<file path="config.mk">
export PLATFORM = sky130hd
export DESIGN_NAME = bca_cfg
export DESIGN_NICKNAME = d
export VERILOG_FILES = /design/src/sv/assert_macros.svh /design/src/sv/bca_pkg.sv /design/src/sv/bca_cfg.sv
export SDC_FILE = /design/constraint.sdc
export NUM_CORES = 1
export LEC_CHECK = 0
export ABC_CLOCK_PERIOD_IN_PS = 1000
export BUFFER_PORTS_ARGS = -buffer_cell sky130_fd_sc_hd__buf_2
export CAP_MARGIN = 30
export CORE_MARGIN = 5
export CORE_UTILIZATION = 35
export DETAILED_ROUTE_END_ITERATION = 12
export PLACE_DENSITY = 0.77
export SLEW_MARGIN = 20
export SYNTH_ARGS = -nofsm -noshare
export SYNTH_HDL_FRONTEND = slang
export SYNTH_SLANG_ARGS = --single-unit
export TNS_END_PERCENT = 5
</file>
<file path="constraint.sdc">
create_clock -name clk -period 1 [get_ports clk]
set_clock_uncertainty 0.1 [all_clocks]
set_input_delay 0 -clock clk [delete_from_list [all_inputs] [get_ports clk]]
set_output_delay 0 -clock clk [all_outputs]
set_load 0.05 [all_outputs]
</file>
<file path="src/sv/assert_macros.svh">
// ----------------------------------------------------------------------------
// assert_macros.svh
// concurrent assertion helpers, clocked on clk, disabled while rst_n is low
// ----------------------------------------------------------------------------
`ifndef ASSERT_MACROS_SVH
`define ASSERT_MACROS_SVH

// property must hold at every rising edge outside reset
`define ASSERT_CLK(label, prop, msg) \
    label: assert property (@(posedge clk) disable iff (!rst_n) (prop)) else $error(msg);

// antecedent implies consequent in the next cycle
`define ASSERT_NEXT(label, ante, cons, msg) \
    label: assert property (@(posedge clk) disable iff (!rst_n) (ante) |=> (cons)) \
        else $error(msg);

`endif

</file>
<file path="src/sv/bca_pkg.sv">
// ----------------------------------------------------------------------------
// bca_pkg
// shared constants, types and codes of the bandwidth counter accumulator
// ----------------------------------------------------------------------------
package bca_pkg;

    localparam int NUM_IDS       = 256;
    localparam int COUNTER_WIDTH = 24;
    localparam int ID_W          = $clog2(NUM_IDS);
    localparam int SLOT_W        = ID_W + 1;
    localparam int DEPTH         = 2 * NUM_IDS;
    localparam int BPU_W         = 16;
    localparam int TOTAL_W       = 64;
    localparam int PROD_W        = COUNTER_WIDTH + BPU_W;
    localparam int PADDR_W       = 3;

    localparam logic [BPU_W-1:0] BPU_RESET = 16'd64;

    // register index codes, taken from paddr[2]
    localparam logic REG_BYTES_PER_UNIT = 1'b0;

    typedef logic [SLOT_W-1:0]        slot_t;
    typedef logic [COUNTER_WIDTH-1:0] count_t;
    typedef logic [TOTAL_W-1:0]       total_t;
    typedef logic [BPU_W-1:0]         bpu_t;
    typedef logic [PROD_W-1:0]        prod_t;

    typedef struct packed {
        count_t count;
        total_t total;
    } entry_t;

    typedef struct packed {
        logic   en;
        slot_t  addr;
        entry_t data;
    } tbl_wr_t;

endpackage

</file>
<file path="src/sv/bca_cfg.sv">
// ----------------------------------------------------------------------------
// bca_cfg
// apb register file holding the bytes per counter unit scale
// ----------------------------------------------------------------------------
module bca_cfg
    import bca_pkg::*;
(
    input  logic               clk,
    input  logic               rst_n,
    input  logic               psel,
    input  logic               penable,
    input  logic               pwrite,
    input  logic [PADDR_W-1:0] paddr,
    input  logic [31:0]        pwdata,
    output logic [31:0]        prdata,
    output logic               pready,
    output bpu_t               bytes_per_unit
);

    bpu_t bpu_reg;
    logic wr_en;

    assign pready = 1'b1;
    assign wr_en  = psel && penable && pwrite && pready;

    always_ff @(posedge clk or negedge rst_n)
    begin
        if (!rst_n)
        begin
            bpu_reg <= BPU_RESET;
        end
        else if (wr_en && (paddr[2] == REG_BYTES_PER_UNIT))
        begin
            bpu_reg <= pwdata[BPU_W-1:0];
        end
    end

    always_comb
    begin
        case (paddr[2])
            REG_BYTES_PER_UNIT: prdata = 32'(bpu_reg);
            default:            prdata = '0;
        endcase
    end

    assign bytes_per_unit = bpu_reg;

endmodule

</file>
# Word-level counts from Yosys, hierarchy flattened
# Cells that the tools add are included.
# word_totals
reg_bits	16
output_inout_bits	49
elab_cells	6
in_bits	40
# op_classes
reduce_logical	3
mux	1
n_bitwise	1
# op_table
op	count
2-to-1 mux 16 bit	1
logical AND 1 bit	3
NOT 1 bit	1

# Depth between registers and ports, before layout
# logic_depth
depth_word	3
ltp_mapped	3
depth_no_buf	2

# Worst setup path after synthesis
# OpenSTA, ideal clock, no wires.
# synth_path
kind	register -> output
startpoint	reg bpu_reg[6], in the netlist bytes_per_unit[6]
endpoint	out prdata[6]
path_buffers	0
arrival_time_ns	1.445
stages_incl_launch_ff	2
t_required_ns	0.900
slack_ns	-0.545
path_cell_list	dfstp_2 > nor2b_1
# synth_between
elab_chain_cells	1
# synth_rtl
element	line_no	text
start: declaration	bca_cfg.sv:20	bpu_t bpu_reg;
start signal: assignment	bca_cfg.sv:34	bpu_reg <= pwdata[BPU_W-1:0];
2-to-1 mux 16 bit	bca_cfg.sv:40	case (paddr[2])
end: declaration	bca_cfg.sv:15	output logic [31:0] prdata,
# No other way between the ends.

# Worst setup path in the final report
# Same ends and word-level chain as after synthesis.

==> flow_metrics.tcl <==
set metrics [dict create \
    gpl.final_weighted_congestion 0.643 \
    layout_worst_path_cycle_share 1.26 \
    floorplan.initialDensity 0.364 \
    grt_start_max_net_pins 17 \
    crit_path_max_incr_delay_ns 0.56 \
    io_buffer_count 53 \
    yosysTopAreaCell "dfrtp_1" \
    finalHoldViolations 0 \
    cts_sinks 16 \
    post_synth_inst_count 70 \
    dieArea_sq_um 3690 \
    grt_setup_unrepaired "yes" \
    drt.antenna.violating_nets 0 \
    report.final.setup_viol 17 \
    part_of_the_yosys_area_used_for_sequential_elements 0.446 \
    avgSynthCellArea_sq_um 12.9 \
    die_y_um 60.7 \
    coreArea_sq_um 2480 \
    number_of_antenna_violations_at_the_first_check_in_global_routing 0 \
    wirelength_um 2600 \
    placed_cells 152 \
    gr-total-overflow 0 \
    finish.utilization 0.659 \
    fp_rows 18 \
    clock_path_buffers 2 \
    top_post_synthesis_cells_by_count "buf_4 (17), dfrtp_1 (15), mux2_4 (10), nor2b_1 (10)" \
    fin_nets 184 \
    worst_r2r_start "bytes_per_unit[1]" \
    hold_crit_class "in2async" \
    netlist_top_cells_area "dfrtp_1 (42%), mux2_4 (17%), buf_4 (14%)" \
    critical_path_required_ns 0.90 \
    antenna-diode-count 0 \
    switching_share 0.472 \
    firstDrtPassIters 2 \
    synth_top_cell_area_share 0.417 \
    drt_first_iter_violations 35 \
    grt_first_pass_wirelength_um 3650 \
    path_buf_inv 1 \
    clock_latency_ns 0.28 \
    dp_slack_ns -0.0113 \
    cp-start-kind "flop" \
    power.internal_mw 1.75 \
    max_cap_viols 0 \
    fmax_mhz 797 \
    synth_seq_cells 16 \
    viasPerCell 4.27 \
    area_growth_syn_to_layout_pct 81.3 \
    post-route-drc-count 0 \
    cts_made_buffers 3 \
    synth.most_common_cell "buf_4" \
    status "finished, violations left" \
    total_power_mw 3.31 \
    power.share.clock 0.110 \
    global_routing_met2_resource_utilization 0.266 \
    clk_pin_slew_worst_paths_ns 0.10 \
    finish.cell_count_without_fillers 173 \
    yosys_warnings 0 \
    routed_wire_length_per_instance_um 15.1 \
    final_period_minus_worst_setup_slack_ns 1.26 \
    worstSetupStartpoint "bytes_per_unit[6]" \
    grt.busiest_layer "met2" \
    worst_slack_ns -0.255 \
    post_synth_num_cell_types 11 \
    global_route.usage.total 0.138 \
    cpLargestDelayFamily "flip-flops" \
    critPathKind "reg2out" \
    power_density_nw_per_um2 2030 \
    use_met3 0.0234 \
    timing.final.max_slew_violations 0 \
    cts_tree "built" \
    violated_checks "negative setup slack" \
    dr_total_vias 738 \
    die_w_um 60.7 \
    power.sequential.fraction 0.282 \
    max_ir_drop_vdd_uv 1270 \
    timing.critical_path.slowest_stage_cell "dfstp_2" \
    post_route_cells_drive_above_1_share 0.650 \
    number_of_enable_flip_flop_cells_after_synthesis 0 \
    path_cells "nor2b_4 > buf_6" \
    power_leakage_nw 0.863 \
    critical_path_arrival_ns 1.16 \
    globalRouteMet1Util 0.152 \
    dp_hpwl_um 1680 \
    crit_path_end_kind "primary output" \
    cts.htree.levels 1 \
    power.net_switching_mw 1.56 \
    critical_path.max_fanout 3 \
    synth_flop_cell "dfrtp_1" \
    power_frac_comb 0.608 \
    synthArstFlopShare 1.00 \
    syn_area_sq_um 901 \
    io_pins 89 \
    clock_root_buffer_master "clkbuf_4" \
    first_global_vias 764 \
    largest_reg_flops 16 \
    n_fill_cell 187 \
]
-- layout make-up --
type	instances	area [sq um]	area share
clock buffers	4	26.3	0.0161
well taps	30	37.5	0.0230
repair buffers	73	672	0.411
multi-input cells	50	495	0.303
flip-flops and latches	16	402	0.246
-- per-stage QoR --
| step | TNS [ns] | hold slack [ns] | instance area (sq um) |
|---|---|---|---|
| 3_3_place_gp | 0 | -0.173 | 1230 |
| 2_1_floorplan | -3.48 | -0.396 | 1040 |
| 6_report | -2.29 | 0.0399 | 1630 |
| 3_5_place_dp | -0.0225 | -0.162 | 1230 |
| 5_1_grt | -3.24 | 0.0702 | 1630 |
| 4_1_cts | -2.18 | 0.0462 | 1570 |
-- layout by cell type (no fill, tap or decap) --
cell type	count
buf_6	27
buf_2	22
conb_1	17
dlygate4sd3_1	17
dfrtp_1	15
nor2b_4	10
mux2_4	10
and2b_2	6
mux2_2	6
clkbuf_4	3
buf_4	3
buf_8	3
nand4b_4	1
dfstp_2	1
clkbuf_1	1
buf_12	1
-- per-layer routing --
| layer | vias to the layer above | share of wire |
|---|---|---|
| met5 | - | 0 |
| met2 | 47 | 0.54 |
| met1 | 350 | 0.34 |
| met4 | 0 | 0.0096 |
| li1 | 339 | - |
| met3 | 2 | 0.11 |
-- cells by family (layout without fill, tap and decap cells) --
kind of cell           after synthesis  in the layout  share of synthesized area
buffers and inverters               19             77                      0.158
and+or+nand+nor                     17             17                      0.146
muxes                               16             16                      0.242
DFF                                 16             16                      0.446
other                                2             17                    0.00834
-- path summary, 6_finish.rpt --
kind                                           end  slack [ns]  depth (start not counted)
min in group clk                bytes_per_unit[11]        0.17                          4
worst min register to register  bytes_per_unit[14]        0.45                          1
worst max register to register   bytes_per_unit[1]        0.10                          1
max in group asynchronous        bytes_per_unit[6]        0.45                          2
worst max-delay path                     prdata[6]       -0.26                          2
worst min-delay path            bytes_per_unit[14]        0.04                          2
-- what timing repair did --
item,in CTS,in global routing
gates resized for setup,47,17
hold buffers,17,0
hold endpoints to repair,32,0
pin swaps,0,0
setup endpoints to repair,32,32
setup buffers,0,0
-- power by group through the flow --
stage / Clock (mW) / Combinational, mW / Sequential, mW
2_1_floorplan: 0 / 0.864 / 1.41
3_3_place_gp: 0 / 1.64 / 0.894
3_5_place_dp: 0 / 1.65 / 0.910
4_1_cts: 0.377 / 1.92 / 0.905
5_1_grt: 0.411 / 2.08 / 0.956
6_report: 0.363 / 2.01 / 0.932
Note: power is estimated with default switching activity, not from simulation.
