===== src/sv/assert_macros.svh =====
// ----------------------------------------------------------------------------
// assert_macros.svh
// concurrent assertion helpers, clocked on clk, disabled while rst_n is low
// ----------------------------------------------------------------------------
`ifndef ASSERT_MACROS_SVH
`define ASSERT_MACROS_SVH

// property must hold at every rising edge outside reset
`define ASSERT_CLK(label, prop, msg) \
    label: assert property (@(posedge clk) disable iff (!rst_n) (prop)) else $error(msg);

// antecedent implies consequent in the next cycle
`define ASSERT_NEXT(label, ante, cons, msg) \
    label: assert property (@(posedge clk) disable iff (!rst_n) (ante) |=> (cons)) \
        else $error(msg);

`endif


===== src/sv/bca_pkg.sv =====
// ----------------------------------------------------------------------------
// bca_pkg
// shared constants, types and codes of the bandwidth counter accumulator
// ----------------------------------------------------------------------------
package bca_pkg;

    localparam int NUM_IDS       = 256;
    localparam int COUNTER_WIDTH = 24;
    localparam int ID_W          = $clog2(NUM_IDS);
    localparam int SLOT_W        = ID_W + 1;
    localparam int DEPTH         = 2 * NUM_IDS;
    localparam int BPU_W         = 16;
    localparam int TOTAL_W       = 64;
    localparam int PROD_W        = COUNTER_WIDTH + BPU_W;
    localparam int PADDR_W       = 3;

    localparam logic [BPU_W-1:0] BPU_RESET = 16'd64;

    // register index codes, taken from paddr[2]
    localparam logic REG_BYTES_PER_UNIT = 1'b0;

    typedef logic [SLOT_W-1:0]        slot_t;
    typedef logic [COUNTER_WIDTH-1:0] count_t;
    typedef logic [TOTAL_W-1:0]       total_t;
    typedef logic [BPU_W-1:0]         bpu_t;
    typedef logic [PROD_W-1:0]        prod_t;

    typedef struct packed {
        count_t count;
        total_t total;
    } entry_t;

    typedef struct packed {
        logic   en;
        slot_t  addr;
        entry_t data;
    } tbl_wr_t;

endpackage


===== src/sv/bca_datapath.sv =====
// ----------------------------------------------------------------------------
// bca_datapath
// two stage delta, scale and accumulate with write-back forwarding
// ----------------------------------------------------------------------------
`include "assert_macros.svh"

module bca_datapath
    import bca_pkg::*;
(
    input  logic    clk,
    input  logic    rst_n,
    input  logic    in_valid,
    input  logic    in_update,
    input  slot_t   in_slot,
    input  count_t  in_sample,
    input  logic    in_flag,
    input  bpu_t    bytes_per_unit,
    input  entry_t  rd_data,
    output tbl_wr_t wr,
    output logic    result_valid,
    output total_t  byte_total,
    output logic    sample_rejected
);

    // stage 1: table data arrives
    logic   s1_valid_reg;
    logic   s1_update_reg;
    slot_t  s1_slot_reg;
    count_t s1_sample_reg;
    logic   s1_flag_reg;

    // stage 2: product ready, accumulate and write back
    logic   s2_valid_reg;
    logic   s2_update_reg;
    slot_t  s2_slot_reg;
    count_t s2_sample_reg;
    logic   s2_flag_reg;
    prod_t  s2_prod_reg;
    total_t s2_total_reg;

    // last write to the table
    logic   wb_valid_reg;
    slot_t  wb_slot_reg;
    entry_t wb_data_reg;

    logic   result_valid_reg;
    total_t byte_total_reg;
    logic   rejected_reg;

    logic   s2_hit1;
    logic   wb_hit1;
    logic   wb_hit2;
    count_t prev_count;
    count_t delta;
    total_t s1_total;
    prod_t  prod_next;
    total_t s2_total;
    total_t total_next;

    always_comb
    begin
        s2_hit1    = s2_valid_reg && !s2_flag_reg && (s2_slot_reg == s1_slot_reg);
        wb_hit1    = wb_valid_reg && (wb_slot_reg == s1_slot_reg);
        prev_count = s2_hit1 ? s2_sample_reg :
                     (wb_hit1 ? wb_data_reg.count : rd_data.count);
        s1_total   = wb_hit1 ? wb_data_reg.total : rd_data.total;
        delta      = s1_sample_reg - prev_count;
        prod_next  = PROD_W'(delta) * PROD_W'(bytes_per_unit);
    end

    always_comb
    begin
        wb_hit2  = wb_valid_reg && (wb_slot_reg == s2_slot_reg);
        s2_total = wb_hit2 ? wb_data_reg.total : s2_total_reg;
        if (s2_flag_reg)
        begin
            total_next = s2_total;
        end
        else if (s2_update_reg)
        begin
            total_next = s2_total + TOTAL_W'(s2_prod_reg);
        end
        else
        begin
            total_next = '0;
        end
        wr.en         = s2_valid_reg && !s2_flag_reg;
        wr.addr       = s2_slot_reg;
        wr.data.count = s2_sample_reg;
        wr.data.total = total_next;
    end

    always_ff @(posedge clk or negedge rst_n)
    begin
        if (!rst_n)
        begin
            s1_valid_reg     <= 1'b0;
            s2_valid_reg     <= 1'b0;
            wb_valid_reg     <= 1'b0;
            result_valid_reg <= 1'b0;
        end
        else
        begin
            s1_valid_reg     <= in_valid;
            s2_valid_reg     <= s1_valid_reg;
            wb_valid_reg     <= wr.en;
            result_valid_reg <= s2_valid_reg;
        end
    end

    always_ff @(posedge clk)
    begin
        if (in_valid)
        begin
            s1_update_reg <= in_update;
            s1_slot_reg   <= in_slot;
            s1_sample_reg <= in_sample;
            s1_flag_reg   <= in_flag;
        end
        if (s1_valid_reg)
        begin
            s2_update_reg <= s1_update_reg;
            s2_slot_reg   <= s1_slot_reg;
            s2_sample_reg <= s1_sample_reg;
            s2_flag_reg   <= s1_flag_reg;
            s2_prod_reg   <= prod_next;
            s2_total_reg  <= s1_total;
        end
        if (wr.en)
        begin
            wb_slot_reg <= wr.addr;
            wb_data_reg <= wr.data;
        end
        if (s2_valid_reg)
        begin
            byte_total_reg <= total_next;
            rejected_reg   <= s2_flag_reg;
        end
    end

    assign result_valid    = result_valid_reg;
    assign byte_total      = byte_total_reg;
    assign sample_rejected = rejected_reg;

    `ASSERT_NEXT(a_s1_to_s2, s1_valid_reg, s2_valid_reg, "stage 1 beat lost")
    `ASSERT_NEXT(a_s2_to_out, s2_valid_reg, result_valid_reg, "stage 2 beat lost")
    `ASSERT_CLK(a_reject_no_write, !(result_valid_reg && rejected_reg) || !wb_valid_reg,
                "rejected sample wrote the table")

endmodule


===== config.mk =====
export PLATFORM = sky130hd
export DESIGN_NAME = bca_datapath
export DESIGN_NICKNAME = d
export VERILOG_FILES = /design/src/sv/bca_pkg.sv /design/src/sv/bca_datapath.sv
export VERILOG_INCLUDE_DIRS = /design/src /design/src/sv
export SDC_FILE = /design/constraint.sdc
export NUM_CORES = 1
export LEC_CHECK = 0
export ABC_AREA = 1
export BUFFER_PORTS_ARGS = -buffer_cell sky130_fd_sc_hd__clkbuf_2
export CAP_MARGIN = 20
export CORE_AREA = 2 2 239 241
export CTS_CLUSTER_DIAMETER = 80
export CTS_CLUSTER_SIZE = 12
export DETAILED_ROUTE_END_ITERATION = 12
export DIE_AREA = 0 0 241 243
export PLACE_DENSITY = 0.77
export SKIP_CTS_REPAIR_TIMING = 1
export SYNTH_ARGS = -nofsm -noshare
export SYNTH_HDL_FRONTEND = slang
export SYNTH_SLANG_ARGS = --single-unit

===== constraint.sdc =====
create_clock -name clk -period 12.3 [get_ports clk]
set_clock_uncertainty 0.1 [all_clocks]
set_input_delay 1.23 -clock clk [delete_from_list [all_inputs] [get_ports clk]]
set_output_delay 1.23 -clock clk [all_outputs]
set_load 0.01 [all_outputs]

# == Word-level counts from Yosys, hierarchy flattened ==
# Index checks and enable logic that the tools add are counted.
# word_totals
regBits,340
output_inout_bits,164
word_cells,36
# classes
add_sub_neg,2
mul,1
n_eq_ne,3
n_mux,6
n_reduce_logical,5
# op_table
op,n
$mux 64,4
$add 64x40->64,1
$mux 24,2
$mul 24x16->40,1
$eq 9x9->1,3
$sub 24x24->24,1
$logic_and 1x1->1,4
$logic_not 1->1,1

# == Depth between registers and ports, before layout ==
# logic_depth
ltp_word,6
mapped_depth,48
ltp_nobuf,47

# == Worst setup path before layout ==
# Ideal clock, no wire load.
# synth_timing
path_kind,reg2reg
from,register s2_valid_reg
to,"register s2_prod_reg[33], data pin"
arrival_time_ps,12263
path_slack_ps,-329
stages_incl_launch_ff,39
path_buffers,2
synth_period_minus_slack_ps,12629
path_cell_list,dfrtp_1 inv_1 nor2_2 nand2_1 nor3_2 nand2_1 nor3_4 nand2_4 clkbuf_1 o21ai_0 o21ai_0 ha_1 fa_1 o21ai_2 a21boi_1 o21ai_0 a21oi_1 xnor2_1 [... 3 more ...] fa_1 inv_1 fa_1 inv_1 fa_1 fa_1 fa_1 inv_1 ha_1 nand2_1 nor2_1 inv_1 o21ai_0 nand2_1 o21bai_1 a21oi_1 o21ai_0 xor2_1
# synth_rtl
item,line,text
from (decl),bca_datapath.sv:33,logic s2_valid_reg;
from (signal assigned),bca_datapath.sv:105,s2_valid_reg <= s1_valid_reg;
to (signal assigned),bca_datapath.sv:126,s2_prod_reg <= prod_next;
to (decl),bca_datapath.sv:38,prod_t s2_prod_reg;

# == Final worst setup path ==
# layout_timing
from,register s2_slot_reg[6]
to,"register s2_prod_reg[33], data pin"
# layout_via
elab_chain_cells,5
# layout_lines
item,line,text
from (decl),bca_datapath.sv:35,slot_t s2_slot_reg;
from (signal assigned),bca_datapath.sv:123,s2_slot_reg <= s1_slot_reg;
$eq 9x9->1,bca_datapath.sv:62,s2_hit1 = s2_valid_reg && !s2_flag_reg && (s2_slot_reg == s1_slot_reg);
$logic_and 1x1->1,bca_datapath.sv:62,
$mux 24,bca_datapath.sv:64,prev_count = s2_hit1 ? s2_sample_reg :
$sub 24x24->24,bca_datapath.sv:67,delta = s1_sample_reg - prev_count;
$mul 24x16->40,bca_datapath.sv:68,prod_next = PROD_W'(delta) * PROD_W'(bytes_per_unit);
via prod_next[33],bca_datapath.sv:56,prod_t prod_next;
# The timed path passes the listed nets, and every way through them passes these cells.
# A chain may end at the register's enable or synchronous reset.

==> impl_metrics.env <==
export IMPL_antenna_found_initial=3
export IMPL_core_rowCount=87
export IMPL_critPathLaunchType="register"
export IMPL_htree_levels=2
export IMPL_ctsLongestPathBuffers=3
export IMPL_root_buffer="clkbuf_16"
export IMPL_die_height_um=243
export IMPL_clkLatencyLatePin_ns=0.52
export IMPL_synth_top_area_share_pct=33.2
export IMPL_nFillCells=4975
export IMPL_clock_sinks=340
export IMPL_synth_most_common_cell="nand2_1"
export IMPL_clk_pin_slew_ns=0.07
export IMPL_cp_max_fo=28
export IMPL_ys_seq_area_share_pct=33.5
export IMPL_path_class="reg2reg"
export IMPL_syn_to_final_growth_pct=10.7
export IMPL_critPathTopFamily="adder cells"
export IMPL_synth_area_leaders="edfxtp_1 33%, fa_1 20%, nand2_1 9.0%"
export IMPL_max_cap_viol_count=0
export IMPL_largest_reg_flops=88
export IMPL_synth_net_count=4111
export IMPL_slowest_stage="xor2_1"
export IMPL_worstPathArrival_ns=10.99
export IMPL_dp_hpwl_mm=70.2
export IMPL_drc=0
export IMPL_synth_xor_xnor_area_share_pct=2.19
export IMPL_drv_slew=0
export IMPL_io_pins=306
export IMPL_postSynth_asyncResetShare_pct=1.18
export IMPL_synth_cell_types=51
export IMPL_grt_ovfl_total=0
export IMPL_end_kind="register"
export IMPL_tightest_slew_ns=1.04
export IMPL_wl_mm=88.3
export IMPL_fin_crit_sh_pct=88.1
export IMPL_synth_fa_ha_area_share_pct=27.5
export IMPL_fin_nets=4381
export IMPL_yosys_register_bits=340
export IMPL_routedWlPerCell_um=19.5
export IMPL_synth_common_cells="729 x nand2_1, 573 x inv_1, 434 x nor2_1, 336 x edfxtp_1, 308 x fa_1"
export IMPL_yosys_warnings=0
export IMPL_coreArea_um2=56000
export IMPL_relSlewSlack_pct=30.6
export IMPL_rsz0062_at_grt="false"
export IMPL_via_per_inst=5.61
export IMPL_critical_path_max_stage_delay_ns=0.70
export IMPL_finalHoldViolations=0
export IMPL_layout_setup_ws_ns=1.46
export IMPL_place_gp_congestion=0.975
export IMPL_grtUsageTotal_pct=30.7
export IMPL_final_layout_size_suffix_gt1_share_pct=12.4
export IMPL_die_w_um=241
export IMPL_critPathBufInv=7
export IMPL_tns_ns=0
export IMPL_vias=25407
export IMPL_start_util_pct=54.3
export IMPL_grt_max_degree=89
export IMPL_synthSimpleGateAreaFrac_pct=20.3
export IMPL_crit_required_ns=12.45
export IMPL_synth_flop_cell="edfxtp_1"
export IMPL_synth_compound_area_share_pct=7.98
export IMPL_syn_area_um2=30400
export IMPL_ant_nets=0
export IMPL_grt_pass1_vias=25478
export IMPL_numPortBuffers=305
export IMPL_tritoncts="built"
export IMPL_synth_area_per_cell_um2=8.72
export IMPL_fmax_mhz=92.3
export IMPL_muxShareOfSynthArea_pct=0.0329
export IMPL_synth_top_area_cell="edfxtp_1"
export IMPL_status="complete, no violations"
export IMPL_place_worst_setup_slack_ns=1.77
export IMPL_firstDrtPassIters=6
export IMPL_cts_made_buffers=35
export IMPL_period_needed_ns=10.84
export IMPL_drt_iter0_markers=2239
export IMPL_grt_pass1_wl_mm=138
export IMPL_design_die_area_um2=58600
export IMPL_holdCritPathClass="reg2reg"
export IMPL_synth_edf_count=336
export IMPL_netlist_instances=3486
export IMPL_setup_violations=0
export IMPL_synth_top_family_by_area="adder cells"
-- worst paths after layout --
kind / end / start / depth (start not counted) / slack [ns]
min in group asynchronous: s1_valid_reg$_DFF_PN0_ / rst_n / 1 / 0.40
worst min-delay path: s2_flag_reg$_DFFE_PP_ / s1_flag_reg$_DFFE_PP_ / 0 / 0.31
worst max register to register: s2_prod_reg[33]$_DFFE_PP_ / s2_slot_reg[6]$_DFFE_PP_ / 38 / 1.46
max in group asynchronous: s2_valid_reg$_DFF_PN0_ / rst_n / 1 / 11.56
worst max-delay path: s2_prod_reg[33]$_DFFE_PP_ / s2_slot_reg[6]$_DFFE_PP_ / 38 / 1.46
worst min register to register: s2_flag_reg$_DFFE_PP_ / s1_flag_reg$_DFFE_PP_ / 0 / 0.31
-- per-stage QoR --
stage | area, um^2 | utilization, % | hold WS, ns | std cells
CTS | 33600 | 60.1 | 0.309 | 4526
finish | 33600 | 60.1 | 0.306 | 4528
floorplan | 30400 | - | 0.300 | 3486
global route | 33600 | 60.1 | 0.340 | 4527
global placement | 32600 | 58.3 | 0.304 | 4475
detailed placement | 32600 | 58.3 | 0.319 | 4475
-- metal layers --
| layer | vias up | global-route usage (%) | part of all wire, % |
|---|---|---|---|
| li1 | 11672 | - | - |
| met1 | 12175 | 41.4 | 40 |
| met2 | 1309 | 49.5 | 46 |
| met3 | 251 | 4.33 | 9.5 |
| met4 | 0 | 13.3 | 4.6 |
| met5 | - | 0 | 0 |
-- cells in the final DEF (no fill, tap or decap), types with 37 or more instances in the layout --
| master | instances |
|---|---|
| inv_1 | 573 |
| edfxtp_1 | 336 |
| fa_1 | 308 |
| clkbuf_16 | 37 |
| nand3_1 | 156 |
| nand2_1 | 729 |
| a21oi_1 | 141 |
| clkbuf_2 | 305 |
| nor2_1 | 434 |
| o21ai_0 | 205 |
| xor2_1 | 45 |
| ha_1 | 175 |
-- cells by family (layout without fill, tap and decap cells) --
family / after synthesis / count (layout)
multiplexers: 1 / 1
AND/OR/NAND/NOR: 1469 / 1469
XOR/XNOR: 75 / 75
AO/OA/AOI/OAI: 443 / 443
flip-flops: 340 / 340
adder cells (fa/ha/maj): 483 / 483
other: 0 / 2
buffers and inverters: 675 / 959
-- final cells by class --
cell class	instances	area (um^2)	area share, %
antenna	2	5.00	0.0149
timing repair buffer	322	1650	4.92
multi-input combinational	2471	17600	52.4
sequential	340	10200	30.3
clock buffer	48	977	2.91
tap	756	946	2.81
clock inverter	3	23.8	0.0707
inverter	586	2200	6.54
-- worst reg2reg max path: cells and delay by family (launching register included) --
family / cells / cell delay (ns)
DFF: 1 / 0.46
buffers and inverters: 7 / 1.01
xor gates and xnor gates: 3 / 0.96
and+or+nand+nor: 12 / 2.75
AOI/OAI and AO/OA: 8 / 1.79
adders and majority gates: 8 / 3.51
Power is left out: the tool's default activity adds up to more than one toggle a clock period on the data nets, which glitch-free logic cannot reach.
